### config.mk
export PLATFORM = sky130hd
export DESIGN_NAME = rrc_ram
export DESIGN_NICKNAME = d
export VERILOG_FILES = /design/src/sv/rrc_ram.sv
export SDC_FILE = /design/constraint.sdc
export NUM_CORES = 2
export LEC_CHECK = 0
export CAP_MARGIN = 20
export CORE_MARGIN = 2
export CORE_UTILIZATION = 40
export CTS_BUF_LIST = sky130_fd_sc_hd__clkbuf_8
export DETAILED_ROUTE_END_ITERATION = 16
export DONT_BUFFER_PORTS = 1
export PLACE_DENSITY = 0.64
export SYNTH_ARGS = -nofsm -noshare
export SYNTH_HDL_FRONTEND = slang
export SYNTH_SLANG_ARGS = --single-unit
### constraint.sdc
create_clock -name clk_i -period 5.9 [get_ports clk_i]
set_clock_uncertainty 0.15 [all_clocks]
set_input_delay 0 -clock clk_i [delete_from_list [all_inputs] [get_ports clk_i]]
set_output_delay 0 -clock clk_i [all_outputs]
set_load 0.05 [all_outputs]
### src/sv/rrc_ram.sv
// Generic single-port RAM with registered read.
module rrc_ram #(
  parameter int WIDTH = 8,
  parameter int DEPTH = 256
) (
  input  logic                     clk_i,
  input  logic                     we_i,
  input  logic [$clog2(DEPTH)-1:0] addr_i,
  input  logic [WIDTH-1:0]         wdata_i,
  output logic [WIDTH-1:0]         rdata_o
);

  logic [WIDTH-1:0] mem_q [DEPTH];

  always_ff @(posedge clk_i) begin
    if (we_i) begin
      mem_q[addr_i] <= wdata_i;
    end
    rdata_o <= mem_q[addr_i];
  end

endmodule

==> metrics <==
run status=finished with violations; failing checks=max-slew violations; syn nets=3565; Multi-input gate area=15920 um^2; data arrival time of the worst path=6.17 ns; DP HPWL=94270 um; TritonCTS clock tree=done; initial antenna violation count=10; First-pass DRT Iterations=5; Max-Cap Viols=0; P_leak=26.86 nW; nature of the critical path startpoint=input port; Post-DRT Antenna Nets=0; cell count after synthesis=3547; dpl cells=6003; first-pass GRT wire length=267100 um; Period minus WS final=5.413 ns; met2 wire length=92450 um; final net count=3807; #FFs+latches synth=2056; die area=199800 um^2; Worst Tran Pin Value=1.580 ns; Worst-path clk slew=0.06 ns; ratio of cells with drive above 1 in the final layout=0.2558; WL met1=73070 um; Die Y=447.0 um; Power per Cell Area=324.4 nW/um^2; I/O Pins=26; DRC=0; total gr overflow=0; sequential share of the synthesized area=0.7855; syn avg cell area=22.13 um^2; DRT Wirelength=187300 um; # setup viols final=0; Crit path required time=6.66 ns; CP Class=in2reg; Max Used Layer=met5; gr usage total=0.1850; Synth Area in Adders=0; Area contributors post-synth=edfxtp_1, mux4_2, a22oi_1, nor2_1, a21oi_1; crit path max fanout=122; Max-Slew Margin vs Limit=-0.05354; Yosys cell types=22; Iter 0 DRT Violations=3717; Final Non-Filler Cells=6649; Netlist Area Pre-Place=78490 um^2; htree depth=5; GPL Wtd Cong=0.7930; cts repair resizes=0; Layout area overhead=12.41%; Compound-Gate Fraction of Synth Area=0.03622; later-pin clock latency in the skew report=1.04 ns; vias after detailed routing=37570; Hold WC Path Type=in2reg; CTS Buf Count=339; area fraction in and, or, nand and nor cells after synthesis=0.01733; Clock Sinks=2056; largest net degree at the start of global routing=473; DIE WIDTH=447.0 um; VDD IR-drop max=180.3 uV; CORE AREA=195000 um^2; Wirelength per Cell=28.17 um; Final Max Tran Viols=104; vias in the first global route=38610; Max clock buf depth=4; Initial Util=0.4025; routed wl met3=16430 um; Max Fclk=184.7 MHz; largest family of logic cells by synthesized area=multiplexers; mean number of vias per cell=5.650; Post-Synth XOR/XNOR Area=0; setup TNS=0 ns; post-synthesis mux area share=0.1469; synth warn=0; top cell type's share of synthesized area=0.7835; FILL cells=16370; Root Driver=clkbuf_8; Crit. End Element=flop; Hold Fails Final Rpt=0; Reg area=61660 um^2; RSZ-0062 raised after global routing=false; Post-CTS Setup Bufs=0; period utilization=0.9175; cell taking the most area after synthesis=edfxtp_1; # rows=162; port buffer count=0
-- worst max-delay path, cell delays in order --
cell and delay [ns]:
buf_16 0.61, buf_16 0.53, buf_16 0.44, mux4_2 0.55, dlygate4sd3_1 0.57, a22oi_1 0.16, dlygate4sd3_1 0.60, a21oi_1 0.07
dlygate4sd3_1 0.60, o41ai_1 0.40, dlygate4sd3_1 0.66, nand4_1 0.09, dlygate4sd3_1 0.60
-- flip-flops by register name (all words and copies together), names as in the netlist --
signal and cells:
mem_q 2048, rdata_o 8
-- cell usage after synthesis --
library cell	instances
a21oi_1	128
a22oi_1	256
and2_1	3
buf_1	19
buf_2	36
buf_4	16
buf_6	16
clkbuf_1	145
dfxtp_1	8
edfxtp_1	2048
inv_1	1
mux4_2	512
nand2_1	28
nand2b_1	6
nand3_1	13
nand4_1	8
nor2_1	232
nor2b_1	7
nor3_1	30
o41ai_1	32
or2_2	2
or3_1	1
-- placed cells by master, fill, tap and decap left out --
master,n
clkinv_2,36
nor2_1,231
clkinvlp_4,2
nand2_2,1
nand2_1,27
a21oi_1,128
nor2b_1,5
bufinv_16,6
or2_2,2
nor3_2,15
and2_1,2
dfxtp_1,8
nand4_1,8
mux4_2,512
dlygate4sd3_1,48
nor2_4,1
or3_1,1
o41ai_2,11
and2_4,1
buf_4,56
nor2b_4,2
clkbuf_8,353
clkbuf_16,2
buf_2,9
nand3_1,13
nor3_1,15
buf_16,15
nand2b_2,2
inv_1,105
edfxtp_1,2048
a22oi_1,256
nand2b_1,4
buf_12,2
buf_6,1
diode_2,3
o41ai_1,21
clkinv_1,73
-- final cells by class --
type / count / area share
Clock buffer: 353 / 0.05506
Sequential cell: 2056 / 0.6988
Inverter: 1 / 0.00004254
Timing Repair Buffer: 133 / 0.01655
Antenna cell: 3 / 0.00008508
Multi-Input combinational cell: 1258 / 0.1805
Clock inverter: 221 / 0.01178
Tap cell: 2624 / 0.03721
-- where the power goes --
group	leakage (nW)	switching, mW	internal, mW
Clock	3.43	5.40	5.75
Combinational	4.95	0.822	0.473
Sequential	18.5	0.0558	16.1
Total	26.9	6.28	22.3
-- logic make-up after synthesis --
family / after synthesis
flops: 2056
mux: 512
compound gates: 416
simple gates: 330
buf+inv: 233
-- routing by layer --
layer | vias to the layer above | global-route usage
li1 | 15590 | -
met1 | 19950 | 0.2425
met2 | 1694 | 0.2987
met3 | 323 | 0.05063
met4 | 8 | 0.06306
met5 | - | 0
-- per-stage QoR --
stage | hold WS [ns] | total power, mW | setup slack [ns] | area, um^2 | utilization
final | 0.07159 | 28.62 | 0.4867 | 88240 | 0.4525
after global routing | 0.08238 | 29.53 | 0.1462 | 88230 | 0.4525
after CTS | 0.02134 | 28.72 | 1.091 | 88010 | 0.4514
after detailed placement | 0.04092 | 17.29 | 2.585 | 81370 | 0.4173
after global placement | 0.03735 | 17.28 | 1.937 | 81290 | 0.4169
after floorplan | -0.05113 | 17.17 | 3.531 | 78490 | -
-- timing repair --
item | 4_1_cts | 5_1_grt
endpoints found under the hold margin | 3780 | 52
hold buffers | 57 | 1
endpoints found under the setup margin | 0 | 3
-- path summary, 6_finish.rpt --
path	startpoint	end	slack (ns)	cells past startpoint
max reg2reg	mem_q[6][2]	rdata_o[2]	1.08	10
min reg2reg	mem_q[133][6]	rdata_o[6]	0.98	6
max	addr_i[0]	rdata_o[2]	0.49	13
min	wdata_i[6]	mem_q[214][6]	0.07	2
No activity file was read; power rests on OpenSTA's default activity.
