==> src/sv/rrc_pkg.sv <==
// Shared types, constants and codes of the rectangle raster canvas.
package rrc_pkg;

  localparam int MAX_COLUMNS   = 256;
  localparam int MAX_ROWS      = 256;
  localparam int FRACTION_BITS = 8;

  localparam int FIELD_W = 21;  // width of a fixed point input field
  localparam int DIM_W   = 9;   // width of the dimension registers
  localparam int CHAR_W  = 8;
  localparam int PIX_W   = 8;   // width of the read coordinates

  localparam int COL_W  = (MAX_COLUMNS > 1) ? $clog2(MAX_COLUMNS) : 1;
  localparam int ROW_W  = (MAX_ROWS > 1) ? $clog2(MAX_ROWS) : 1;
  localparam int IDX_W  = (COL_W > ROW_W) ? COL_W : ROW_W;
  localparam int ADDR_W = COL_W + ROW_W;
  localparam int DEPTH  = 1 << ADDR_W;

  // Room for sums of two fields and for a pixel index scaled to fixed point.
  localparam int COORD_W = (IDX_W + FRACTION_BITS + 2 > FIELD_W + 2) ?
                           IDX_W + FRACTION_BITS + 2 : FIELD_W + 2;

  typedef logic signed [COORD_W-1:0] coord_t;

  localparam coord_t ONE = coord_t'(64'd1 << FRACTION_BITS);

  localparam logic [DIM_W-1:0]  RST_WIDTH  = DIM_W'(256);
  localparam logic [DIM_W-1:0]  RST_HEIGHT = DIM_W'(256);
  localparam logic [CHAR_W-1:0] RST_BG     = CHAR_W'(32);

  typedef enum logic [1:0] {
    REQ_CLEAR = 2'd0,
    REQ_DRAW  = 2'd1,
    REQ_READ  = 2'd2,
    REQ_NONE  = 2'd3
  } req_e;

  typedef enum logic [1:0] {
    ST_OK    = 2'd0,
    ST_SIZE  = 2'd1,
    ST_RANGE = 2'd2
  } status_e;

  typedef enum logic [1:0] {
    CFG_WIDTH  = 2'd0,
    CFG_HEIGHT = 2'd1,
    CFG_BG     = 2'd2
  } cfg_idx_e;

  typedef enum logic [2:0] {
    S_IDLE,
    S_PREP,
    S_PREP2,
    S_SWEEP,
    S_READ,
    S_READ_WAIT,
    S_DONE
  } state_e;

  // Rectangle edges and the edges moved inward by one unit.
  typedef struct packed {
    coord_t lx;
    coord_t lx1;
    coord_t rx;
    coord_t rx1;
    coord_t ty;
    coord_t ty1;
    coord_t by;
    coord_t by1;
  } rect_bounds_t;

  typedef struct packed {
    logic hit;
    logic border;
  } pix_class_t;

endpackage

==> src/sv/rrc_hit.sv <==
// Per-pixel compare unit: classes one pixel against the rectangle.
module rrc_hit (
  input  rrc_pkg::coord_t       px_i,
  input  rrc_pkg::coord_t       py_i,
  input  rrc_pkg::rect_bounds_t bounds_i,
  output rrc_pkg::pix_class_t   class_o
);

  rrc_pkg::coord_t lx, lx1, rx, rx1, ty, ty1, by, by1;

  assign lx  = bounds_i.lx;
  assign lx1 = bounds_i.lx1;
  assign rx  = bounds_i.rx;
  assign rx1 = bounds_i.rx1;
  assign ty  = bounds_i.ty;
  assign ty1 = bounds_i.ty1;
  assign by  = bounds_i.by;
  assign by1 = bounds_i.by1;

  // Border: less than one unit from an edge, i.e. px < lx+1 or px > rx-1.
  assign class_o.hit    = (px_i >= lx) && (px_i <= rx) && (py_i >= ty) && (py_i <= by);
  assign class_o.border = (px_i < lx1) || (px_i > rx1) || (py_i < ty1) || (py_i > by1);

endmodule

==> config.mk <==
export PLATFORM = sky130hd
export DESIGN_NAME = rrc_hit
export DESIGN_NICKNAME = d
export VERILOG_FILES = /design/src/sv/rrc_pkg.sv /design/src/sv/rrc_hit.sv
export SDC_FILE = /design/constraint.sdc
export NUM_CORES = 1
export LEC_CHECK = 0
export ABC_AREA = 1
export BUFFER_PORTS_ARGS = -buffer_cell sky130_fd_sc_hd__buf_2
export CAP_MARGIN = 15
export CORE_MARGIN = 5
export CORE_UTILIZATION = 51
export DETAILED_ROUTE_END_ITERATION = 8
export PLACE_DENSITY = 0.85
export SLEW_MARGIN = 20
export SYNTH_ARGS = -nofsm -noshare
export SYNTH_HDL_FRONTEND = slang
export SYNTH_SLANG_ARGS = --single-unit
==> constraint.sdc <==
create_clock -name vclk -period 2.67
set_input_delay 0.6675 -clock vclk [all_inputs]
set_output_delay 0.6675 -clock vclk [all_outputs]
set_load 0.01 [all_outputs]
==> flow_summary.json, run 1 <==
{
  "status": "finished, violations left",
  "violations": "setup timing",
  "crit_type": "primary input to output port",
  "regArea_sq_um": 0,
  "num_rows": 37,
  "grt_overflow": 0,
  "drt_first_pass_iters": 5,
  "hold_buffers": 0,
  "vias": 6496,
  "relSlewSlack_pct": 81.8,
  "end_kind": "output port",
  "crit_path_frequent_cell": "nand2_1",
  "synthTopCellsByCount": "249 x inv_1, 246 x nand2_1, 182 x ha_1, 63 x nor2_1, 60 x a21oi_1",
  "synth_cell_type_count": 21,
  "drt_first_iter_violations": 355,
  "core-area_sq_um": 10100,
  "io_buffers": 232,
  "gr-usage-all-layers_pct": 25.5,
  "grt_pass1_wl_um": 27200,
  "whs_path_depth": 7,
  "wl_per_cell_um": 14.0,
  "nClkBuffers": 0,
  "synth_top_area_share_pct": 43.6,
  "setup_viol": 2,
  "fin_crit_ns": 2.83,
  "drtAntennaViolNets": 0,
  "drc": 0,
  "worstPathArrival_ns": 2.17,
  "yosysMostFrequentCell": "inv_1",
  "whs_endpoint": "class_o[1]",
  "drt-total-wl_um": 18200,
  "fin_ws_ns": -0.164,
  "antenna_found_initial": 3,
  "syn_avg_cell_area_sq_um": 5.88,
  "synthesis.instances": 889,
  "drv_slew": 0,
  "fmax_mhz": 353,
  "final_nets": 1579,
  "dp_hpwl_um": 14400,
  "syn_nets": 1301,
  "critPathSlowestCell": "ha_1",
  "place_ws_ns": -0.231,
  "synth_area_sq_um": 5230,
  "path_max_fanout": 4,
  "seq_area_frac_synth_pct": 0,
  "yosysWarningCount": 0,
  "gp_congestion": 0.891,
  "rsz0062_at_grt": "true",
  "leakagePower_nw": 4.90,
  "yosys-top-cells-area": "ha_1 44%, inv_1 18%, nand2_1 18%",
  "hold_path.startpoint": "bounds_i[161]",
  "holdWs_ns": 2.03,
  "crit_required_ns": 2.00,
  "vias_per_cell": 4.98,
  "grt_pass1_vias": 6404,
  "finalCritPeriodShare_pct": 106,
  "grt_max_degree": 5,
  "hp-class": "primary input to output port",
  "fill_cells": 775,
  "cp_slowest_stage_delay_ns": 0.29,
  "crit_path_start_kind": "primary input",
  "tightest_slew_ns": 0.271,
  "io_pins": 232,
  "floorplan.initialDensity_pct": 51.5,
  "power_density_nw_per_um2": 159,
  "die_area_sq_um": 12400,
  "hold_viol_final": 0,
  "seq_cells": 0,
  "critical_path.cell_chain": "buf_6 -> ha_1 -> nand2_2 -> inv_2 -> nand4_1 -> nor2_1 -> nand2_1 -> nand3_1 -> nand2_1 -> nand2_1 -> nand4_1 -> buf_2",
  "yosysTopAreaCell": "ha_1",
  "ir_drop_mv": 0.0886,
  "fp.dieH_um": 111,
  "syn_to_final_growth_pct": 47.4,
  "finalSetupTns_ns": -0.324,
  "die_w_um": 111,
  "drv_cap": 0,
  "drive_gt1_share_pct": 33.1
}
-- cell families (layout without fill, tap and decap cells) --
kind of cell	after synthesis	count (layout)	share of synthesized area, %
AO/OA/AOI/OAI	83	83	8.76
adder cells (fa/ha/maj)	182	182	43.6
buffers and inverters	249	525	17.9
other	0	3	0
AND/OR/NAND/NOR	375	375	29.8
-- per-layer routing --
| metal | GRT usage, % | part of all wire, % | vias to the layer above |
|---|---|---|---|
| met5 | 0 | 0 | - |
| met4 | 6.97 | 3.5 | 0 |
| met3 | 3.17 | 6.0 | 48 |
| met2 | 47.7 | 50 | 238 |
| met1 | 30.2 | 40 | 2866 |
| li1 | - | - | 3344 |
-- how the worst max path moves through the flow --
stage / startpoint / to / slack [ns] / depth (start not counted)
2_1_floorplan: bounds_i[183] / class_o[1] / 0.15 / 12
6_report: px_i[21] / class_o[0] / -0.16 / 12
5_1_grt: py_i[14] / class_o[0] / -0.29 / 12
3_3_place_gp: px_i[22] / class_o[0] / -0.25 / 12
3_5_place_dp: px_i[22] / class_o[0] / -0.23 / 12
4_1_cts: py_i[20] / class_o[0] / -0.13 / 9
-- critical path, delay by kind of cell --
kind	cells	cell delay, ns
AND/OR/NAND/NOR	8	0.85
buffers and inverters	3	0.34
adder cells (fa/ha/maj)	1	0.29
-- cell usage in the layout (no fill, tap or decap), types with 2 or more instances in the layout --
cell type	count
inv_1	237
nand3_2	3
o21a_1	3
nor2_4	5
buf_4	46
a21oi_2	6
buf_6	16
nand2_4	4
nor2_1	45
nor3_1	3
nand3_1	26
ha_4	40
nand2_1	223
nor2_2	16
nand4_1	19
ha_1	142
o21ai_0	5
inv_2	12
a21oi_1	54
nand3b_1	3
a21o_1	12
nand2_2	20
buf_8	2
buf_2	211
nor4_1	3
diode_2	3
-- metrics by stage --
| step | util (%) | total power [mW] | std cells | cell area [sq um] |
|---|---|---|---|---|
| global placement | 67.4 | 0.965 | 1294 | 6840 |
| CTS | 71.3 | 1.08 | 1296 | 7230 |
| floorplan | - | 0.577 | 889 | 5230 |
| global route | 76.0 | 1.38 | 1304 | 7700 |
| finish | 76.0 | 1.22 | 1304 | 7700 |
| detailed placement | 67.4 | 0.998 | 1294 | 6840 |
-- power by group --
part	total [mW]	switching (mW)	internal, mW
clock	0.000000150	0	0.000000150
sequential	0	0	0
combinational	1.22	0.640	0.584
total	1.22	0.640	0.584
-- final cells by class --
type | count | area, sq um | share of cell area [%]
Multi-Input combinational cell | 640 | 4970 | 64.5
Timing Repair Buffer | 276 | 1620 | 21.0
Inverter | 249 | 935 | 12.1
Tap cell | 136 | 170 | 2.21
Antenna cell | 3 | 7.51 | 0.0975
-- timing repair --
action,4_1_cts,5_1_grt
endpoints found under the setup margin,2,2
setup buffers,2,5
gates resized for setup,66,86
pin swaps,26,43
Note: power is estimated with default switching activity, not from simulation.
==> inputs of run 2 (changes only) <==
==> constraint.sdc (replaced) <==
create_clock -name vclk -period 2.67
set_input_delay 0.1335 -clock vclk [all_inputs]
set_output_delay 0.1335 -clock vclk [all_outputs]
set_load 0.01 [all_outputs]
==> run 2 against run 1 <==
The flow now finishes without violations. Combinational power is 23% lower. Final area shrank 15%. Global-route usage decreased by 2.9 points. Cell count fell by 3.5%.
==> flow_summary.json, run 2 (synthesis gave the netlist of run 1 again) <==
{
  "final_common_cell": "inv_1",
  "finalCritPeriodShare_pct": 70.7,
  "p_sw_uw": 512,
  "antenna_found_initial": 2,
  "setup_viol": 0,
  "power_density_nw_per_um2": 142,
  "post_cts_resized": 0,
  "stdcell_area_sq_um": 6560,
  "drc": 0,
  "leakagePower_nw": 4.62,
  "post_cts_buffers": 0,
  "fmax_mhz": 530,
  "num_rows": 37,
  "regArea_sq_um": 0,
  "internal-power_uw": 422,
  "pwr-share-seq_pct": 0,
  "drt-total-wl_um": 14500,
  "combPwrFrac_pct": 100.0,
  "io_pins": 232,
  "relSlewSlack_pct": 79.7,
  "status": "completed",
  "drv_slew": 0,
  "critical_path.cell_chain": "buf_2 -> ha_1 -> nand2_1 -> nor2_1 -> nand2_1 -> nor2_1 -> nand2_1 -> nand3_1 -> nand2_1 -> nand3_1 -> nand4_1 -> buf_2",
  "fill_cells": 973,
  "vias_per_cell": 4.73,
  "cp_slowest_stage_delay_ns": 0.36,
  "seq_cells": 0,
  "drtAntennaViolNets": 0,
  "fp.dieH_um": 111,
  "fin_ws_ns": 0.783,
  "crit_type": "primary input to output port",
  "ir_drop_mv": 0.0706,
  "gr-usage-all-layers_pct": 22.5,
  "final_cell_mix": "249 x inv_1, 246 x nand2_1, 232 x buf_2",
  "crit_path_frequent_cell": "nand2_1",
  "grt_max_degree": 6,
  "holdWs_ns": 0.987,
  "floorplan.initialDensity_pct": 51.5,
  "swShare_pct": 54.8,
  "crit_required_ns": 2.54,
  "fin_crit_ns": 1.89,
  "drt_first_iter_violations": 184,
  "hold_viol_final": 0,
  "end_kind": "output port",
  "rsz0062_at_grt": "false",
  "tightest_slew_ns": 0.302,
  "dr.max_layer_used": "met5",
  "syn_to_final_growth_pct": 25.5,
  "die_area_sq_um": 12400,
  "core-area_sq_um": 10100,
  "dr_wl_met2_um": 6890,
  "drt_first_pass_iters": 4,
  "drive_gt1_share_pct": 21.4,
  "wl_per_cell_um": 11.5,
  "path_max_fanout": 5,
  "hp-class": "primary input to output port",
  "p_clk_share_pct": 0,
  "die_w_um": 111,
  "grt_pass1_wl_um": 24400,
  "grt_overflow": 0,
  "gp_congestion": 0.881,
  "place_ws_ns": 0.800,
  "drv_cap": 0,
  "io_buffers": 232,
  "dp_hpwl_um": 13700,
  "grt_pass1_vias": 5859,
  "wl_met1_um": 6290,
  "hold_buffers": 0,
  "finalSetupTns_ns": 0,
  "placed_cell_area_sq_um": 6560,
  "nClkBuffers": 0,
  "crit_path_start_kind": "primary input",
  "wl_met3_um": 900,
  "worstPathArrival_ns": 1.75,
  "critPathSlowestCell": "ha_1",
  "final_nets": 1535,
  "vias": 5952
}
run 2: cell count changes in the layout (fill, tap and decap cells not counted), sizes merged:
cell	delta
buf	-43
diode	-2
clkbuf	-1
run 2: worst paths after layout:
kind | from | end | slack, ns | cells past startpoint
setup / recovery | py_i[22] | class_o[0] | 0.78 | 12
hold / removal | bounds_i[161] | class_o[1] | 0.99 | 7
run 2: layout make-up:
| class | count | area [sq um] | area share [%] |
|---|---|---|---|
| diodes | 1 | 2.50 | 0.0381 |
| repair buffers | 232 | 1160 | 17.7 |
| well taps | 136 | 170 | 2.59 |
| multi-input cells | 640 | 4290 | 65.4 |
| inverters | 249 | 935 | 14.2 |
run 2: power by group through the flow:
stage,clock network [mW],logic [mW],registers (mW)
3_5_place_dp,0,0.933,0
5_1_grt,0.0000000501,1.10,0
4_1_cts,0,0.939,0
6_report,0.0000000501,0.934,0
3_3_place_gp,0,0.912,0
2_1_floorplan,0,0.577,0
run 2: layer usage:
| layer | vias to the layer above | global-route usage (%) |
|---|---|---|
| met5 | - | 0 |
| li1 | 3250 | - |
| met1 | 2496 | 27.4 |
| met2 | 173 | 41.7 |
| met3 | 31 | 2.95 |
| met4 | 2 | 5.27 |
run 2: through the flow:
stage / cells / total power [mW] / util, %
6_report: 1258 / 0.934 / 64.7
5_1_grt: 1258 / 1.10 / 64.7
4_1_cts: 1257 / 0.939 / 64.7
3_5_place_dp: 1257 / 0.933 / 64.7
3_3_place_gp: 1257 / 0.912 / 64.7
2_1_floorplan: 889 / 0.577 / -
run 2: worst max-delay path, delay by kind of cell:
kind | cells | cell delay (ns)
buf+inv | 2 | 0.31
fa+ha+maj | 1 | 0.36
simple gates | 9 | 0.95
==> inputs of run 3 (changes only) <==
- clock period: 2.67 -> 1.81 ns (I/O delays scaled with it)
==> run 3 against run 2 <==
Sequential share of layout area stayed put. Core utilization grew 1.2 points. Via count increased by 2.3%. Final area up 1.9%. Die area unchanged. Worst setup slack got worse by 0.73 ns. Hold slack got worse by 0.15 ns. Power up 53%. Critical path type unchanged. Largest cell class unchanged.
==> flow_summary.json, run 3 (synthesis gave the netlist of run 1 again) <==
{
  "core-area_sq_um": 10100,
  "drtAntennaViolNets": 0,
  "grt_pass1_vias": 5881,
  "dp_hpwl_um": 14100,
  "setup_viol": 0,
  "drt-total-wl_um": 15100,
  "final_common_cell": "inv_1",
  "io_buffers": 232,
  "drive_gt1_share_pct": 22.6,
  "grt_max_degree": 6,
  "floorplan.initialDensity_pct": 51.5,
  "crit_path_start_kind": "primary input",
  "drc": 0,
  "drt_first_pass_iters": 4,
  "hold_path.startpoint": "bounds_i[161]",
  "drv_slew": 0,
  "io_pins": 232,
  "drt_first_iter_violations": 261,
  "gr-usage-all-layers_pct": 23.1,
  "tightest_slew_ns": 0.288,
  "relSlewSlack_pct": 80.7,
  "crit_type": "primary input to output port",
  "power_density_nw_per_um2": 214,
  "vias": 6088,
  "hold_viol_final": 0,
  "finalCritPeriodShare_pct": 97.2,
  "hp-class": "primary input to output port",
  "fin_cells": 1264,
  "path_max_fanout": 4,
  "hold_buffers": 0,
  "fmax_mhz": 568,
  "startpoint": "py_i[22]",
  "drv_cap": 0,
  "regArea_sq_um": 0,
  "leakagePower_nw": 4.65,
  "final_nets": 1540,
  "final_cell_mix": "248 x inv_1, 246 x nand2_1, 231 x buf_2",
  "whs_path_depth": 7,
  "place_inst": 1260,
  "seq_cells": 0,
  "final_util_pct": 65.9,
  "nClkBuffers": 0,
  "die_area_sq_um": 12400,
  "holdWs_ns": 0.836,
  "vias_per_cell": 4.82,
  "whs_endpoint": "class_o[1]",
  "grt_pass1_wl_um": 24900,
  "ir_drop_mv": 0.110,
  "finalSetupTns_ns": 0,
  "fin_crit_ns": 1.76,
  "num_rows": 37,
  "crit_required_ns": 1.72,
  "fp.dieH_um": 111,
  "antenna_found_initial": 2,
  "status": "completed",
  "die_w_um": 111,
  "syn_to_final_growth_pct": 27.8,
  "grt_overflow": 0,
  "worstPathArrival_ns": 1.67,
  "wl_per_cell_um": 11.9,
  "gp_congestion": 0.913,
  "end_kind": "output port"
}
==> run 3: stage by stage <==
stage / instance area (sq um) / total power [mW] / worst slack [ns]
after floorplan: 5230 / 0.850 / 0.445
after global placement: 6580 / 1.35 / -0.0294
after detailed placement: 6580 / 1.39 / -0.0211
after CTS: 6580 / 1.40 / 0.0442
after global routing: 6680 / 1.67 / -0.0204
final: 6680 / 1.43 / 0.0500
==> run 3: worst max path at each step <==
| stage | slack (ns) | depth (start not counted) | endpoint |
|---|---|---|---|
| after floorplan | 0.45 | 12 | class_o[1] |
| after global placement | -0.03 | 9 | class_o[0] |
| after detailed placement | -0.02 | 9 | class_o[0] |
| after CTS | 0.04 | 12 | class_o[0] |
| after global routing | -0.02 | 12 | class_o[0] |
| final | 0.05 | 9 | class_o[0] |
==> run 3: layout make-up <==
| cell class | count | area, sq um |
|---|---|---|
| Timing Repair Buffer | 237 | 1200 |
| Antenna cell | 2 | 5.00 |
| Inverter | 249 | 935 |
| Tap cell | 136 | 170 |
| Fill cell | 955 | 3460 |
| Multi-Input combinational cell | 640 | 4370 |
==> run 3: repair_timing <==
action,4_1_cts,5_1_grt
resized for setup,1,13
buffers inserted,0,2
pin swaps,0,3
endpoints found under the setup margin,1,2
endpoints found under the hold margin,0,0
==> run 3: worst max-delay path: stages <==
cell and delay [ns]:
buf_2 0.15, ha_1 0.30, nand2_1 0.09, nor2_4 0.16, nand4_1 0.11, or3_1 0.34, nand3_1 0.11, nand4_1 0.14
buf_2 0.18
==> run 3: where the power goes <==
part	internal (mW)	switching, mW	leakage [nW]
Combinational	0.649	0.779	4.65
Clock	0.000000148	0	0.0000127
Sequential	0	0	0
Total	0.649	0.779	4.65
==> run 3: layer usage <==
| layer | share of wire [%] | routed length (um) | vias up | track usage [%] |
|---|---|---|---|---|
| li1 | - | - | 3258 | - |
| met1 | 42 | 6400 | 2635 | 28.3 |
| met2 | 48 | 7310 | 171 | 43.1 |
| met3 | 6.7 | 1010 | 24 | 2.62 |
| met4 | 2.4 | 361 | 0 | 4.70 |
| met5 | 0 | 0 | - | 0 |
